===== config.mk =====
export PLATFORM = sky130hd
export DESIGN_NAME = rpc_ctrl
export DESIGN_NICKNAME = d
export VERILOG_FILES = /design/src/hw/rtl/rpc_pkg.sv /design/src/hw/rtl/rpc_ctrl.sv
export SDC_FILE = /design/constraint.sdc
export NUM_CORES = 1
export LEC_CHECK = 0
export BUFFER_PORTS_ARGS = -buffer_cell sky130_fd_sc_hd__buf_2
export CAP_MARGIN = 20
export CORE_UTILIZATION = 45
export CTS_CLUSTER_DIAMETER = 30
export DETAILED_ROUTE_END_ITERATION = 8
export GPL_TIMING_DRIVEN = 1
export PLACE_DENSITY = 0.77
export SYNTH_ARGS = -nofsm -noshare
export SYNTH_HDL_FRONTEND = slang
export SYNTH_SLANG_ARGS = --single-unit
export TNS_END_PERCENT = 20

===== constraint.sdc =====
create_clock -name clk_i -period 1.71 [get_ports clk_i]
set_input_delay 0.2565 -clock clk_i [delete_from_list [all_inputs] [get_ports clk_i]]
set_output_delay 0.2565 -clock clk_i [all_outputs]
set_load 0.03 [all_outputs]

===== src/hw/rtl/rpc_pkg.sv =====
// Shared types and constants for the radius point clustering block.
// No dependencies.
`default_nettype none
package rpc_pkg;
  localparam int unsigned MaxPointsDef = 4096;
  localparam int unsigned CoordW = 11;
  localparam int unsigned LabelW = 13;
  localparam logic [LabelW-1:0] IdMax = 13'd8191;

  localparam logic [1:0] OpLoad  = 2'd0;
  localparam logic [1:0] OpRun   = 2'd1;
  localparam logic [1:0] OpRead  = 2'd2;
  localparam logic [1:0] OpClear = 2'd3;

  // controller -> datapath commands
  typedef struct packed {
    logic load;        // write point at count
    logic clear;       // zero count and kept clusters
    logic run_start;   // reset run indexes, capture radius squared
    logic vis_clr;     // clear visited entry at scan index
    logic seed_rd;     // read visited of seed
    logic seed_take;   // start cluster with seed
    logic mem_rd;      // pop queue head, read member index
    logic mem_pt;      // read member coords
    logic mem_lat;     // latch member coords
    logic cand_rd;     // read candidate j
    logic cand_eval;   // evaluate candidate
    logic lab_rd;      // read queue entry for labeling
    logic lab_wr;      // write label
    logic fin_cl;      // decide cluster id
    logic run_done;    // commit kept clusters
    logic lab_clr;     // zero the label result
    logic rd_lat;      // latch label result
  } rpc_cmd_t;

  typedef struct packed {
    logic seed_end;    // seed index reached count
    logic seed_vis;    // seed visited
    logic queue_empty; // head == tail
    logic cand_end;    // candidate index reached count
    logic lab_end;     // labeling index reached tail
    logic scan_end;    // visited clear sweep done
  } rpc_sts_t;
endpackage
`default_nettype wire


===== src/hw/rtl/rpc_ctrl.sv =====
// Controller state machine for the clustering run and the load, clear and read ops.
// Depends on rpc_pkg.
`default_nettype none
module rpc_ctrl (
  input  wire logic              clk_i,
  input  wire logic              rst_ni,
  input  wire logic              in_valid_i,
  output logic                   in_ready_o,
  input  wire logic [1:0]        op_i,
  output logic                   out_valid_o,
  input  wire logic              out_ready_i,
  output logic                   err_o,
  input  wire logic              load_err_i,
  input  wire logic              read_err_i,
  output rpc_pkg::rpc_cmd_t      cmd_o,
  input  wire rpc_pkg::rpc_sts_t sts_i,
  output logic                   seed_inc_o
);
  import rpc_pkg::*;
  localparam logic [3:0] SIdle = 4'd0, SClr = 4'd1, SSeedRd = 4'd2,
    SSeedChk = 4'd3, SMemRd = 4'd4, SMemLat = 4'd5, SCandRd = 4'd6,
    SCandEv = 4'd7, SFin = 4'd8, SLabRd = 4'd9, SLabWr = 4'd10,
    SReadLat = 4'd11, SOut = 4'd12, SMemPt = 4'd13;
  logic [3:0] state_q, state_d;
  logic err_q, err_d, ov_q, ov_d;
  logic accept;

  assign in_ready_o = (state_q == SIdle) && (!ov_q || out_ready_i);
  assign accept = in_valid_i && in_ready_o;
  assign out_valid_o = ov_q;
  assign err_o = err_q;

  always_comb begin
    cmd_o = '0;
    state_d = state_q;
    err_d = err_q;
    ov_d = ov_q && !out_ready_i;
    seed_inc_o = 1'b0;
    unique case (state_q)
      SIdle: begin
        if (accept) begin
          cmd_o.lab_clr = 1'b1;
          unique case (op_i)
            OpLoad: begin
              cmd_o.load = !load_err_i;
              err_d = load_err_i;
              ov_d = 1'b1;
            end
            OpClear: begin
              cmd_o.clear = 1'b1;
              err_d = 1'b0;
              ov_d = 1'b1;
            end
            OpRead: begin
              err_d = read_err_i;
              state_d = SReadLat;
            end
            default: begin
              cmd_o.run_start = 1'b1;
              state_d = SClr;
            end
          endcase
        end
      end
      SReadLat: begin
        // label of an erring read stays zero
        cmd_o.rd_lat = !err_q;
        ov_d = 1'b1;
        state_d = SIdle;
      end
      SClr: begin
        cmd_o.vis_clr = 1'b1;
        if (sts_i.scan_end) state_d = SSeedRd;
      end
      SSeedRd: begin
        if (sts_i.seed_end) begin
          cmd_o.run_done = 1'b1;
          err_d = 1'b0;
          state_d = SOut;
        end else begin
          cmd_o.seed_rd = 1'b1;
          state_d = SSeedChk;
        end
      end
      SSeedChk: begin
        if (sts_i.seed_vis) begin
          seed_inc_o = 1'b1;
          state_d = SSeedRd;
        end else begin
          cmd_o.seed_take = 1'b1;
          state_d = SMemRd;
        end
      end
      SMemRd: begin
        if (sts_i.queue_empty) begin
          cmd_o.fin_cl = 1'b1;
          state_d = SFin;
        end else begin
          cmd_o.mem_rd = 1'b1;
          state_d = SMemPt;
        end
      end
      SMemPt: begin
        cmd_o.mem_pt = 1'b1;
        state_d = SMemLat;
      end
      SMemLat: begin
        cmd_o.mem_lat = 1'b1;
        state_d = SCandRd;
      end
      SCandRd: begin
        if (sts_i.cand_end) state_d = SMemRd;
        else begin
          cmd_o.cand_rd = 1'b1;
          state_d = SCandEv;
        end
      end
      SCandEv: begin
        cmd_o.cand_eval = 1'b1;
        state_d = SCandRd;
      end
      SFin: state_d = SLabRd;
      SLabRd: begin
        if (sts_i.lab_end) begin
          seed_inc_o = 1'b1;
          state_d = SSeedRd;
        end else begin
          cmd_o.lab_rd = 1'b1;
          state_d = SLabWr;
        end
      end
      SLabWr: begin
        cmd_o.lab_wr = 1'b1;
        state_d = SLabRd;
      end
      SOut: begin
        ov_d = 1'b1;
        state_d = SIdle;
      end
      default: state_d = SIdle;
    endcase
  end

  always_ff @(posedge clk_i or negedge rst_ni) begin
    if (!rst_ni) begin
      state_q <= SIdle;
      err_q <= 1'b0;
      ov_q <= 1'b0;
    end else begin
      state_q <= state_d;
      err_q <= err_d;
      ov_q <= ov_d;
    end
  end

  // a seed index only advances while no cluster is being built
  a_seed_inc_ctx: assert property (@(posedge clk_i) disable iff (!rst_ni)
    seed_inc_o |-> (state_q == SSeedChk || state_q == SLabRd))
    else $error("seed advance outside seed or label phase");
  a_no_accept_busy: assert property (@(posedge clk_i) disable iff (!rst_ni)
    (state_q != SIdle) |-> !in_ready_o)
    else $error("input ready while busy");
  a_eval_follows_rd: assert property (@(posedge clk_i) disable iff (!rst_ni)
    cmd_o.cand_eval |-> $past(cmd_o.cand_rd))
    else $error("candidate evaluated without read");
  a_out_hold: assert property (@(posedge clk_i) disable iff (!rst_ni)
    (out_valid_o && !out_ready_i) |=> out_valid_o)
    else $error("result dropped while stalled");
endmodule
`default_nettype wire


## Yosys cells after proc, flatten, opt, wreduce, memory -nomap -nowiden

Index checks and enable logic that the tools add are counted.

- Input bits: 14
- Logic and storage cells: 87
- Output and inout bits: 21
- Register bits: 6

- Reductions and logical operators: 18
- Eq/ne operators: 20
- Mux-type cells: 46

Operators with widths:

| kind | number |
|---|---|
| 4-bit one-hot mux with 10 select lines | 1 |
| 1-bit 2-to-1 mux | 31 |
| 4-bit == test, second input constant | 6 |
| 4-bit by 3-bit == test with 1-bit output, second input constant | 4 |
| 4-bit 2-to-1 mux | 4 |
| 3-bit 2-to-1 mux | 4 |
| 4-bit by 2-bit == test with 1-bit output, second input constant | 2 |
| 2-bit inequality test, second input constant | 4 |
| 4-bit one-hot mux with 2 select lines | 1 |
| 2-bit OR reduction | 4 |
| 1-bit one-hot mux with 2 select lines | 3 |
| 2-bit == test, second input constant | 2 |
| 4-bit by 1-bit == test with 1-bit output, second input constant | 1 |
| 1-bit zero test | 4 |
| 4-bit zero test | 1 |
| 4-bit by 1-bit inequality test with 1-bit output, second input constant | 1 |
| 4-bit AND reduction | 1 |
| 1-bit logical AND | 3 |
| 1-bit one-hot mux with 3 select lines | 1 |
| 3-bit AND reduction | 1 |
| 3-bit OR reduction | 1 |
| 2-bit zero test | 1 |
| 2-bit 2-to-1 mux | 1 |
| 2-bit nonzero test | 1 |
| 1-bit logical OR | 1 |

## Logic depth before layout (Yosys ltp)

Gate-level depths: netlist of run 1.

- Word-level depth: 6
- Depth in mapped cells: 6
- Mapped depth without buffers: 6

## Worst setup path before layout of run 1

Ideal clock, no wire load.

- Kind: register to output
- Start: register state_q[2]
- End: output port cmd_o[10] in the netlist's numbering
- Stages on the path, launching flop included: 5
- Path slack: -0.276 ns
- Data required time: 1.454 ns
- Buffers on the path: 2
- Arrival: 1.730 ns
- Cells stage by stage: dfrtp_1 > buf_6 > clkbuf_1 > nand2_1 > nor4_1

RTL lines:

| element | line | RTL |
|---|---|---|
| start, declared | rpc_ctrl.sv:24 | `logic [3:0] state_q, state_d;` |
| start signal, assigned | rpc_ctrl.sv:146 | `state_q <= SIdle;` |
| start signal, assigned | rpc_ctrl.sv:150 | `state_q <= state_d;` |
| end, declared | rpc_ctrl.sv:15 | `output rpc_pkg::rpc_cmd_t cmd_o,` |

==> qor.csv, run 1 <==
stage,metric,value,unit
status,status,"finished, violations left",
status,failing checks,negative setup slack,
cts,clk_lat worst skew,0.25,ns
synth,Adder-Cell Fraction of Synth Area,6.58,%
cts,clk sinks,6,
critical_path,CP bufs+invs,2,
cts,CTS tree,yes,
synth,Post-synth EDFFs,0,
pwr,total power draw,1.73,mW
critical_path,FF-to-FF setup slack,0,ns
critical_path,critical path's top delay family,simple AND/OR/NAND/NOR gates,
synth,Synth Net Count,118,
global_routing,initial antenna violation count,0,
detailed_routing,# DRC,0,
synth,Post-synth ARST share,100,%
synth,post-synth top area cell,dfrtp_1,
sta,"Hold Violations, Final",0,
synth,simple-gate share of the synthesized area,37.7,%
sta,Worst Skew,0.00112,ns
sta,Setup WS post-layout,-0.0986,ns
detailed_routing,Via density,6.10,
detailed_routing,via count,1000,
synth,Netlist cell types,42,
pwr,Max VDD drop,0.936,mV
sta,fin. max-slew vios,0,
sta,f_max,0.553,GHz
final_layout,area of the multi-input gates,607,sq um
global_routing,largest net degree at the start of global routing,19,
critical_path,Crit Path Max Fanout,6,
global_routing,total grt overflow,0,
pwr,Pleak,0.574,nW
sta,min Tclk post-route,1.81,ns
floorplanning,row cnt,14,
final_layout,Area Overhead vs Synth,56.6,%
final_layout,Layout Cells excl Fill,164,
synth,YS warnings,0,
min_path,Hold Path Class,in -> reg,
final_layout,Diodes inserted,0,
synth,compound-gate portion of the synthesized area,25.7,%
cts,Max Root-Sink Buffers,2,
sta,final period utilization,106,%
placement,GP Congestion,0.855,
pwr,Pwr Density,1460,nW/um^2
placement,Post-DP HPWL,1.78,mm
synth,"top cells by area, synth","dfrtp_1 (20%), ha_1 (6.6%), nor2_1 (5.4%), nand2_1 (4.4%), nor3_1 (3.9%)",
detailed_routing,drt total wl,2.57,mm
floorplanning,I/O Pins,35,
critical_path,critical path depth,4,
detailed_routing,WL/cell,15.7,um
floorplanning,Initial Utilization,49.4,%
cts,Clock transition at path regs,0.05,ns
critical_path,crit path max-delay cell type,dfrtp_2,
job,Max Cap Viol,0,
critical_path,Crit path required time,1.45,ns
critical_path,Setup crit start,state_q[0],
synth,main combinational cell family by area after synthesis,simple AND/OR/NAND/NOR gates,
detailed_routing,Final ANT Viol Nets,0,
synth,"Seq/Total Area, Yosys",19.7,%
synth,Main synth FF type,dfrtp_1,
synth,Synth Area in XOR/XNOR,0,%
global_routing,first-pass GRT wire length,4.13,mm
floorplanning,Die Ht,43.1,um
critical_path,CP endpoint kind,output pin,
placement,Port-buffer cells,34,
final_layout,Register Area,153,sq um
detailed_routing,First-pass DRT Iterations,4,
floorplanning,core box area,1540,sq um
critical_path,CP arrival,1.55,ns
sta,final setup violation count,6,
placement,dpl cells,153,
critical_path,FF-to-FF End,err_o,
cts,CTS H-tree depth,1,
floorplanning,Die W,43.1,um
synth,Synth top area share,19.7,%
final_layout,share of layout cells above drive strength 1,49.3,%
sta,Slew HR,72.6,%
global_routing,vias in the first global route,929,
critical_path,worst r2r src,state_q[3],
critical_path,reg2reg path depth,5,
critical_path,crit-path max cell delay,0.45,ns
sta,RSZ-0062 raised after global routing,yes,
critical_path,CP Launch Type,flip-flop,
critical_path,crit-path cells,buf_4 -> nor4_4 -> and3b_1 -> buf_6,
final_layout,FILL cells,109,
synth,mux share of post-synthesis cell area,1.48,%
detailed_routing,Starting DRT DRC Count,61,
synth,Post-Syn Instances,100,
sta,worst-margin pin slew,0.410,ns
cts,CTS root buffer,clkbuf_4,
synth,Synth Register Bits,6,
synth,synthesized area per cell,7.61,sq um
synth,Mapped Area,761,sq um
cts,CTS Buf Count,3,
critical_path,Crit Path Category,reg -> out,
global_routing,Global Route Usage Sum,29.1,%
final_layout,Final nets,168,
critical_path,Critical Path End,cmd_o[16],
floorplanning,Die Area,1860,sq um
state kept, by name, indices dropped and copies added, names as in the netlist:
name	flops
err_o	1
out_valid_o	1
state_q	4
through the flow:
stage	setup WS, ns	util, %	TNS (ns)	hold slack, ns	instance area [sq um]
after floorplan	-0.267	-	-0.983	-0.0391	767
after global placement	0.0946	64.0	0	0.0814	987
after detailed placement	0.0348	64.0	0	0.0859	987
after CTS	-0.0967	71.1	-0.382	0.325	1100
after global routing	-0.177	77.3	-1.00	0.333	1190
final	-0.0986	77.3	-0.312	0.334	1190
synth_stat cells (all sizes together) (2+ instances only):
library cell	number
nand3b	2
and3	3
o21ai	5
a2111oi	2
nand3	3
o31ai	2
nand2b	4
inv	4
nor3	6
clkbuf	2
nor4	2
nand2	9
o21a	3
dfrtp	6
nor2	11
a21oi	5
buf	6
ha	4
and2	3
tightest hold or removal path, stage by stage:
cell    delay [ns]
buf_2         0.09
nor3_1        0.05
a21o_1        0.15
metal layers:
| metal | GRT usage (%) | part of all wire, % |
|---|---|---|
| met1 | 35.7 | 39 |
| met3 | 6.38 | 8.3 |
| met2 | 46.3 | 47 |
| met5 | 0 | 0 |
| met4 | 16.4 | 5.6 |
cell type report:
cell class,instances,area share (%)
Inverter,4,1.26
Sequential cell,6,12.8
Timing Repair Buffer,53,31.4
Clock buffer,3,1.89
Multi-Input combinational cell,82,50.9
Tap cell,16,1.68
where the power goes:
part / switching, mW / internal, mW / leakage (nW) / total [mW]
Sequential: 0.0698 / 0.202 / 0.0755 / 0.272
Clock: 0.0563 / 0.0797 / 0.0138 / 0.136
Combinational: 0.754 / 0.573 / 0.484 / 1.33
worst min path at each step:
stage,startpoint,end,cells past startpoint
6_report,sts_i[0],state_q[0],3
5_1_grt,sts_i[0],state_q[0],3
4_1_cts,sts_i[0],state_q[0],3
3_5_place_dp,rst_ni,err_o,1
3_3_place_gp,rst_ni,err_o,1
2_1_floorplan,rst_ni,err_o,0
repair_timing:
action	in CTS	in global routing
hold buffers	1	0
endpoints found under the setup margin	16	20
setup buffers	4	3
gates resized for setup	18	23
endpoints found under the hold margin	6	0
pin swaps	1	1
cell families (layout without fill, tap and decap cells):
group           Yosys count  after routing
compound gates           26             26
fa+ha+maj                 4              4
mux                       1              1
buf+inv                  12             60
simple gates             51             51
flops                     6              6
cell usage in the layout (no fill, tap or decap), types with 2 or more instances in the layout:
| master | instances |
|---|---|
| a21oi_1 | 5 |
| buf_2 | 21 |
| nand3b_1 | 2 |
| dfrtp_2 | 2 |
| and2_1 | 3 |
| o21a_1 | 3 |
| o21ai_0 | 3 |
| nor3_2 | 2 |
| inv_1 | 3 |
| ha_1 | 4 |
| nand3_1 | 3 |
| and3_1 | 3 |
| buf_4 | 23 |
| dfrtp_1 | 4 |
| clkbuf_4 | 4 |
| buf_6 | 7 |
| o31ai_1 | 2 |
| nor2_1 | 9 |
| nand2_1 | 8 |
| nand2b_1 | 3 |
| nor3_1 | 4 |
No activity file was read; power rests on OpenSTA's default activity.
==> run 2, diff against run 1 <==
==> constraint.sdc (replaced) <==
create_clock -name clk_i -period 1.71 [get_ports clk_i]
set_input_delay 0.4275 -clock clk_i [delete_from_list [all_inputs] [get_ports clk_i]]
set_output_delay 0.4275 -clock clk_i [all_outputs]
set_load 0.03 [all_outputs]
==> run 2 against run 1 <==
  * The run still ends with negative setup slack left
  * Critical path depth unchanged
  * Sequential power rose by 3%
  * Setup slack worse by 0.15 ns
  * Global-route usage increased by 1.8 points
  * Flip-flop and latch count stayed put
  * Clock-buffer cell count unchanged
  * Fmax shrank 7.7%
  * Clock power down 3%
  * Clock skew increased by 0.0016 ns
  * Cell count is 6.1% higher
  * Register-to-register slack is essentially flat
  * Sequential share of layout area fell by 1.5 points
==> qor.csv, run 2 (synthesized netlist as in run 1, its figures left out) <==
stage,metric,value,unit
final_layout,Final nets,178,
final_layout,Register Area,153,sq um
job,Max Cap Viol,0,
cts,CTS Buf Count,3,
status,status,"finished, violations left",
sta,Setup WS post-layout,-0.249,ns
sta,"Hold Violations, Final",0,
detailed_routing,# DRC,0,
global_routing,Global Route Usage Sum,30.9,%
pwr,Pleak,0.641,nW
critical_path,Crit Path Max Fanout,5,
final_layout,Area Overhead vs Synth,77.3,%
status,failing checks,negative setup slack,
sta,RSZ-0062 raised after global routing,yes,
critical_path,crit-path cells,buf_12 -> nor4_4 -> and3b_2 -> buf_6,
global_routing,largest net degree at the start of global routing,16,
sta,Worst Skew,0.00267,ns
critical_path,CP Launch Type,flip-flop,
final_layout,most frequent cells in the layout,"buf_4 (32), buf_2 (17), buf_6 (9), nor2_1 (8), nand2_1 (6)",
global_routing,total grt overflow,0,
floorplanning,Die W,43.1,um
sta,f_max,0.510,GHz
final_layout,area of the multi-input gates,634,sq um
sta,min Tclk post-route,1.96,ns
floorplanning,Initial Utilization,49.4,%
floorplanning,I/O Pins,35,
pwr,total power draw,2.02,mW
pwr,Pwr Density,1490,nW/um^2
cts,CTS tree,yes,
pwr,Max VDD drop,0.964,mV
detailed_routing,First-pass DRT Iterations,4,
cts,CTS root buffer,clkbuf_4,
global_routing,vias in the first global route,905,
cts,Max Root-Sink Buffers,2,
global_routing,initial antenna violation count,0,
critical_path,Crit path required time,1.28,ns
critical_path,crit path max-delay cell type,dfrtp_2,
final_layout,Diodes inserted,0,
detailed_routing,Starting DRT DRC Count,61,
critical_path,CP endpoint kind,output pin,
sta,final period utilization,115,%
cts,clk_lat worst skew,0.25,ns
floorplanning,Die Area,1860,sq um
detailed_routing,WL/cell,19.3,um
final_layout,finished layout cell area,1350,sq um
final_layout,"commonest non-fill, non-tap cell in the layout",buf_4,
critical_path,Crit Path Category,reg -> out,
critical_path,CP arrival,1.53,ns
final_layout,Top reg by flops,state_q,
sta,worst-margin pin slew,0.416,ns
detailed_routing,Final ANT Viol Nets,0,
sta,Slew HR,72.2,%
cts,CTS H-tree depth,1,
floorplanning,row cnt,14,
final_layout,FILL cells,77,
floorplanning,Die Ht,43.1,um
final_layout,share of layout cells above drive strength 1,57.0,%
sta,hold slack,0.532,ns
sta,fin. max-slew vios,0,
cts,clk sinks,6,
critical_path,crit-path max cell delay,0.43,ns
global_routing,first-pass GRT wire length,4.24,mm
final_layout,"Core Util, Final",87.5,%
cts,Clock transition at path regs,0.04,ns
detailed_routing,Via density,6.14,
min_path,Hold Path Class,in -> async,
placement,Port-buffer cells,34,
placement,GP Congestion,0.859,
floorplanning,core box area,1540,sq um
detailed_routing,drt total wl,3.36,mm
final_layout,max reg flops,4,
sta,final setup violation count,20,
placement,Post-DP HPWL,1.84,mm
placement,Placed Area,1060,sq um
detailed_routing,via count,1068,
run 2: per-layer routing:
metal	up-vias	global-route usage (%)	part of all wire, %
met5	-	0	0
met4	0	13.9	3.4
met3	14	5.53	8.6
met2	73	49.3	50
met1	500	40.3	38
li1	481	-	-
run 2: where the power goes:
part | switching [mW] | internal (mW) | leakage (nW)
Sequential | 0.0774 | 0.202 | 0.0755
Combinational | 0.870 | 0.735 | 0.552
Clock | 0.0522 | 0.0794 | 0.0138
run 2: final cells by class:
class                   instances  area share [%]
well taps                      16            1.48
flip-flops and latches          6            11.3
repair buffers                 63            37.4
multi-input cells              82            47.0
inverters                       4            1.11
clock buffers                   3            1.67
run 2: timing repair:
item / in CTS / in global routing
cloned: 0 / 1
hold endpoints to repair: 6 / 0
endpoints found under the setup margin: 19 / 20
pin swaps: 2 / 4
gates resized for setup: 38 / 18
hold buffers: 1 / 0
buffers inserted: 3 / 5
run 2: through the flow:
stage | setup TNS (ns) | setup WS (ns) | cells
finish | -2.39 | -0.249 | 174
global route | -3.29 | -0.295 | 174
CTS | -2.03 | -0.189 | 168
detailed placement | -0.336 | -0.0966 | 161
global placement | -0.167 | -0.0640 | 161
floorplan | -2.09 | -0.307 | 100
run 2: final timing paths:
kind | start | end | slack (ns) | cells after the start
worst max-delay path | state_q[1] | cmd_o[16] | -0.25 | 4
worst min-delay path | rst_ni | out_valid_o | 0.53 | 2
worst max register to register | state_q[1] | err_o | -0.01 | 5
worst min register to register | err_o | err_o | 0.54 | 1
max in group asynchronous | rst_ni | state_q[1] | 1.02 | 2
min in group clk_i | sts_i[0] | state_q[0] | 0.54 | 3
run 2: worst max-delay path: cells and delay by family, from the launching register on:
family / cells / cell delay (ns)
AND/OR/NAND/NOR: 2 / 0.57
flip-flops: 1 / 0.43
buffers and inverters: 2 / 0.28
